### src/rtl/core/scc_pkg.sv
`default_nettype none
package scc_pkg;
   localparam int unsigned COORD_W    = 24;
   localparam int unsigned DIFF_W     = COORD_W + 1;
   localparam int unsigned FRAC_W     = 16;
   localparam int unsigned T_W        = FRAC_W + 1;
   localparam int unsigned PROD_W     = 2 * DIFF_W;
   localparam int unsigned SUM_W      = PROD_W + 2;
   localparam int unsigned CORNER_MAX = 4;
   localparam int unsigned REG_COUNT  = 2 * CORNER_MAX;
   localparam int unsigned IDX_W      = $clog2(REG_COUNT);
   localparam int unsigned EDGE_COUNT_DEF = 4;
   localparam logic [T_W-1:0] T_ONE   = T_W'(1) << FRAC_W;

   typedef logic signed [COORD_W-1:0] coord_type;
   typedef logic signed [DIFF_W-1:0]  diff_type;

   typedef struct packed {
      coord_type      au;
      coord_type      av;
      diff_type       du;
      diff_type       dv;
      logic [T_W-1:0] t0;
      logic [T_W-1:0] t1;
      logic           rej;
   } seg_type;

   typedef struct packed {
      logic [SUM_W-1:0] r;
      logic [SUM_W-1:0] d;
      logic [T_W-1:0]   q;
      logic             fixed;
      logic             skip;
      logic             entry;
   } div_type;

   function automatic coord_type corner_reset(input int unsigned idx);
      coord_type v;
      v = '0;
      case (idx)
         2, 4, 5, 7: v = COORD_W'(T_ONE);
         default:    v = '0;
      endcase
      return v;
   endfunction
endpackage
`default_nettype wire

### src/rtl/core/scc_lerp.sv
`default_nettype none
module scc_lerp (
   input  wire                 clock,
   input  wire                 reset,
   input  wire                 adv,
   input  wire                 in_valid,
   input  scc_pkg::seg_type    in_seg,
   output logic                out_valid,
   output logic                kept,
   output scc_pkg::coord_type  su,
   output scc_pkg::coord_type  sv,
   output scc_pkg::coord_type  eu,
   output scc_pkg::coord_type  ev
);
   import scc_pkg::*;

   localparam int unsigned MW = DIFF_W + T_W + 1;

   logic [1:0] vld_ff;
   seg_type seg_ff;
   logic signed [MW-1:0] m_ff [4];
   logic signed [MW-1:0] m_in [4];
   logic kept_ff, kept_in;
   coord_type c_ff [4];
   coord_type c_in [4];

   always_comb begin
      m_in[0] = in_seg.du * $signed({1'b0, in_seg.t0});
      m_in[1] = in_seg.dv * $signed({1'b0, in_seg.t0});
      m_in[2] = in_seg.du * $signed({1'b0, in_seg.t1});
      m_in[3] = in_seg.dv * $signed({1'b0, in_seg.t1});
      kept_in = !(seg_ff.rej || seg_ff.t1 <= seg_ff.t0);
      for (int k = 0; k < 4; k++) begin
         c_in[k] = '0;
         if (kept_in)
            c_in[k] = COORD_W'(((m_ff[k] + MW'(32768)) >>> FRAC_W)
                      + MW'((k % 2 == 0) ? seg_ff.au : seg_ff.av));
      end
   end

   always_ff @(posedge clock) begin
      if (reset) begin
         vld_ff <= '0;
      end else if (adv) begin
         vld_ff <= {vld_ff[0], in_valid};
      end
   end

   always_ff @(posedge clock) begin
      if (adv) begin
         seg_ff <= in_seg;
         for (int k = 0; k < 4; k++) begin
            m_ff[k] <= m_in[k];
            c_ff[k] <= c_in[k];
         end
         kept_ff <= kept_in;
      end
   end

   assign out_valid = vld_ff[1];
   assign kept = kept_ff;
   assign su = c_ff[0];
   assign sv = c_ff[1];
   assign eu = c_ff[2];
   assign ev = c_ff[3];
endmodule
`default_nettype wire

### config.mk
export PLATFORM = sky130hd
export DESIGN_NAME = scc_lerp
export DESIGN_NICKNAME = d
export VERILOG_FILES = /design/src/rtl/core/scc_pkg.sv /design/src/rtl/core/scc_lerp.sv
export SDC_FILE = /design/constraint.sdc
export NUM_CORES = 2
export LEC_CHECK = 0
export BUFFER_PORTS_ARGS = -buffer_cell sky130_fd_sc_hd__clkbuf_2
export CAP_MARGIN = 30
export CORE_UTILIZATION = 30
export CTS_BUF_LIST = sky130_fd_sc_hd__clkbuf_4 sky130_fd_sc_hd__clkbuf_8
export CTS_CLUSTER_DIAMETER = 40
export DETAILED_ROUTE_END_ITERATION = 10
export HOLD_SLACK_MARGIN = 0.05
export MAX_ROUTING_LAYER = met4
export PLACE_DENSITY = 0.44
export SLEW_MARGIN = 30
export SYNTH_ARGS = -nofsm -noshare
export SYNTH_HDL_FRONTEND = slang
export SYNTH_SLANG_ARGS = --single-unit
### constraint.sdc
create_clock -name clock -period 6.8 [get_ports clock]
set_input_delay 1.36 -clock clock [delete_from_list [all_inputs] [get_ports clock]]
set_output_delay 1.36 -clock clock [all_outputs]
set_load 0.05 [all_outputs]
# --- Word-level counts from Yosys, hierarchy flattened ---
# Memory sizes are Yosys's and may differ from the RTL's.
# Index checks and enable logic that the tools add are counted.
word_totals:
  regBits: 86
  mem_bits_rw: 268
  input_bits: 137
  out_inout_bits: 98
  wordCells: 30
  mem_count: 2
memory_table:
  columns: ["memory", "words", "word_bits", "read_ports", "rd_clocked_by_memory_dff", "wr", "line", "text"]
  rows:
  - ["m_ff", 4, 43, 4, 0, 4, "scc_lerp.sv:21", "logic signed [MW-1:0] m_ff [4];"]
  - ["c_ff", 4, 24, 4, 0, 4, "scc_lerp.sv:24", "coord_type c_ff [4];"]
classes:
  addsub: 8
  mul: 4
  magnitude_cmp: 1
  muxes: 6
  n_reduce_logical: 2
op_table:
  columns: ["cell", "n"]
  rows:
  - ["$mul 25x18->43", 4]
  - ["$add 40x17->40 const B", 4]
  - ["$add 24x24->24", 4]
  - ["$mux 24", 4]
  - ["$le 17x17->1", 1]
  - ["$mux 1", 2]
  - ["$logic_not 1->1", 1]
  - ["$logic_or 1x1->1", 1]

# --- Longest topological paths before layout ---
logic_depth:
  depth_word: 3
  ltp_mapped: 24
  depth_no_buf: 23

# --- Worst setup path before layout ---
# OpenSTA, ideal clock, no wires.
synth_timing:
  kind: "input to register"
  start: "input port in_seg[10] (netlist name)"
  end: "memory m_ff[3][36] (netlist name), data pin"
  setup_time_ns: 0.258
  t_arrival_ns: 6.954
  path_slack_ns: -0.412
  path_stages: 24
  n_path_buf: 2
  cell_sequence: "clkbuf_1 -> clkbuf_1 -> nand2_1 -> fa_1 -> inv_1 -> fa_1 -> inv_1 -> fa_1 -> inv_1 -> fa_1 -> fa_1 -> inv_1 -> fa_1 -> inv_1 -> ha_1 -> a21oi_2 -> o211ai_1 -> a21o_1 -> a211oi_1 -> a21boi_2 -> a211oi_2 -> or3_1 -> a21oi_1 -> xnor2_1"
synth_rtl:
  columns: ["item", "line", "text"]
  rows:
  - ["start, declared", "scc_lerp.sv:7", "input scc_pkg::seg_type in_seg,"]
  - ["end, declared", "scc_lerp.sv:21", null]

==> summary.txt <==
=====================================================================================
Number of enable flip-flop cells after synthesis                                  280
Crit-path most repeated cell                                                     fa_1
Die footprint                                                               0.241 mm2
Core Rows                                                                         179
Final weighted congestion in routability-driven placement                       0.874
Maximum net fanout on the critical path                                            15
Met1 track demand over resource in global routing                               0.264
Min-Delay Path Class                                                       reg -> reg
Area of the multi-input gates                                              0.0556 mm2
Top FF cell, synth                                                           edfxtp_1
Hold bufs inserted after CTS                                                        0
Number of filler cells placed in the layout                                     24264
Pin count of the biggest net entering global routing                              145
DR pass1 iterations                                                                 6
Worst slew margin                                                               0.414
Post-synthesis register bit count                                                 282
Count of buffer and inverter cells on the critical path                             7
Cell count after placement                                                      11543
Post-synthesis instance area                                               0.0716 mm2
Register area share after synthesis                                             0.118
Antenna violations before repair                                                   31
Most common cell in the netlist                                                 inv_1
CP startpoint kind                                                       primary input
Biggest area contributors in the synthesized netlist                     fa_1 (44%), edfxtp_1 (12%), inv_1 (9.8%), ha_1 (8.5%), and2_1 (6.9%)
First-pass GRT wire length                                                  342000 um
Via count of the first global-routing pass                                      56467
Synth warn                                                                          0
Growth of design area from synthesis to finish                                  20.0%
Signal arrival time at the worst endpoint                                     7.30 ns
IO Count                                                                          235
Count of nets left with antenna violations after detail routing                     0
Die outline height                                                             491 um
Fraction of met3 tracks used by global routing                                 0.0182
Clock insertion delay at the later pin of the skew report                     0.81 ns
Final wirelength                                                            221000 um
Routed len/inst                                                               18.8 um
Clock tree from TritonCTS                                                       built
Total number of clock tree sinks                                                  282
Root buffer selected by CTS                                                  clkbuf_8
Final critical delay including setup and external delays                      6.67 ns
Period utilisation layout                                                       0.981
CP top delay family                                                       adder cells
Drt initial violations                                                           2912
Count of max-cap constraint violations                                              0
GRT Overall Usage                                                               0.192
Outcome                                                                  finished, final reports clean
Critical path's largest stage delay                                           0.54 ns
Post-synthesis area per instance                                             9.38 um2
RSZ-0062 raised after global routing                                             true
Std-Cell Core Area                                                          0.238 mm2
Clock-pin slew of the registers on the worst-case setup and hold paths        0.05 ns
H-Tree Depth                                                                        3
Vias per cell                                                                    4.46
Post-synth top area cell                                                         fa_1
Register area                                                             0.00845 mm2
Num CTS Buffers                                                                    67
Initial core utilization                                                        0.301
Clock tree buffer depth                                                             3
Number of buffers added on ports                                                  234
Transition time at the pin with the least slew margin                        0.879 ns
HPWL after detailed placement                                               189000 um
Met2 track utilization from global routing                                      0.309
Final-report max-slew violation count                                               0
Syn_nets                                                                         9842
Die boundary width                                                             491 um
Area share of the largest cell type after synthesis                             0.441
Gate Count Post-Synth                                                            7636
Max stage delay cell, worst path                                                 fa_1
Unique masters post-synth                                                          81
Worst clock skew on the final layout                                        0.0538 ns
Number of standard cells in the layout, taps in and fillers out                 11700
Vias post-DR                                                                    52226
Total overflow reported by the global router                                        0
Net count reported at finish                                                    10672
Layout cells sized above 1                                                      0.160
Category of the most critical setup path                                    in -> reg
Chain of cells forming the critical path                                 clkbuf_2, buf_12, and2_1, fa_1, inv_1, fa_1, fa_1, inv_1, fa_1, fa_1, inv_1, fa_1, inv_1, ha_4, and4_4, o2111ai_4, a31oi_4, a21oi_4, o21ai_4, a31oi_4, o31ai_4, buf_6, xor2_4
Achievable frequency                                                        0.150 GHz
Required time of the worst setup path                                         7.43 ns
Count of final hold-check violations                                                0
Commonest cells in the netlist                                           inv_1 (1876), fa_1 (1580), nand2_1 (1019)
Async set-reset flop share out of synthesis                                         0
Endpoints failing setup                                                             0
DRC violations left                                                                 0
Crit end category                                                                flop
Grt peak-use layer                                                               met2
=====================================================================================
==> cell families after synthesis <==
family	share of synthesized area
fa+ha+maj	0.527
buf+inv	0.116
simple gates	0.158
xor+xnor	0.0391
compound gates	0.0414
flops	0.118
mux	0.000699
==> layer usage <==
| metal | share of wire | vias up |
|---|---|---|
| met2 | 0.47 | 996 |
| met3 | 0.043 | 143 |
| li1 | - | 24218 |
| met1 | 0.46 | 26869 |
| met5 | 0 | - |
| met4 | 0.018 | 0 |
==> tightest hold or removal path, cell delays in order (launching register included) <==
cell and delay, ns:
dfxtp_1 0.32, mux2i_1 0.07, nor2_1 0.07
==> layout make-up <==
cell class                      instances  share of cell area
Multi-Input combinational cell       5137               0.647
Timing Repair Buffer                 1102               0.109
Sequential cell                       282              0.0982
Inverter                             1876              0.0819
Tap cell                             3167              0.0461
Clock buffer                           77              0.0116
Clock inverter                         42             0.00598
Antenna cell                           17            0.000495
==> stage by stage <==
stage | worst slack [ns] | instance area [um2] | hold WS, ns | setup TNS, ns | util
after floorplan | -0.0259 | 71900 | 0.460 | -0.0432 | -
after global placement | -1.18 | 83300 | 0.475 | -56.55 | 0.351
after detailed placement | -1.19 | 83300 | 0.498 | -56.06 | 0.351
after CTS | 0.00190 | 85000 | 0.509 | 0 | 0.358
after global routing | -0.00856 | 86000 | 0.539 | -0.0106 | 0.362
final | 0.130 | 86000 | 0.496 | 0 | 0.362
==> flip-flops by register name (all words and copies together) (netlist names) <==
signal	cells
kept	1
vld_ff	2
m_ff	100
seg_ff	83
c_ff	96
==> worst paths after layout <==
| kind | from | endpoint | slack [ns] | cells past startpoint |
|---|---|---|---|---|
| worst min-delay path | vld_ff[1]$_SDFFE_PP0P_ | vld_ff[1]$_SDFFE_PP0P_ | 0.50 | 2 |
| worst max-delay path | in_seg[21] | m_ff[1][37]$_DFFE_PP_ | 0.13 | 23 |
| worst max register to register | m_ff[1][17]$_DFFE_PP_ | c_ff[1][20]$_SDFFCE_PN0P_ | 2.57 | 18 |
| worst min register to register | vld_ff[1]$_SDFFE_PP0P_ | vld_ff[1]$_SDFFE_PP0P_ | 0.50 | 2 |
==> cell usage in the layout, fill, tap and decap left out, types with 198 or more instances in the layout <==
master / netlist / routed
nor2_1: 203 / 198
xnor2_1: 216 / 213
and2_1: 793 / 788
edfxtp_1: 280 / 280
ha_1: 489 / 468
clkbuf_2: 0 / 220
fa_1: 1580 / 1562
buf_4: 0 / 729
nand2_1: 1019 / 1016
inv_1: 1876 / 1866
==> what timing repair did <==
action,in CTS,in global routing
pin swaps,5,92
gates resized for setup,18,165
cloned,0,6
buffers inserted,1,16
setup endpoints to repair,16,54
hold endpoints to repair,0,0
Power is not shown: default switching activity piles up to over one toggle a cycle in this logic, so the estimate is an artifact.
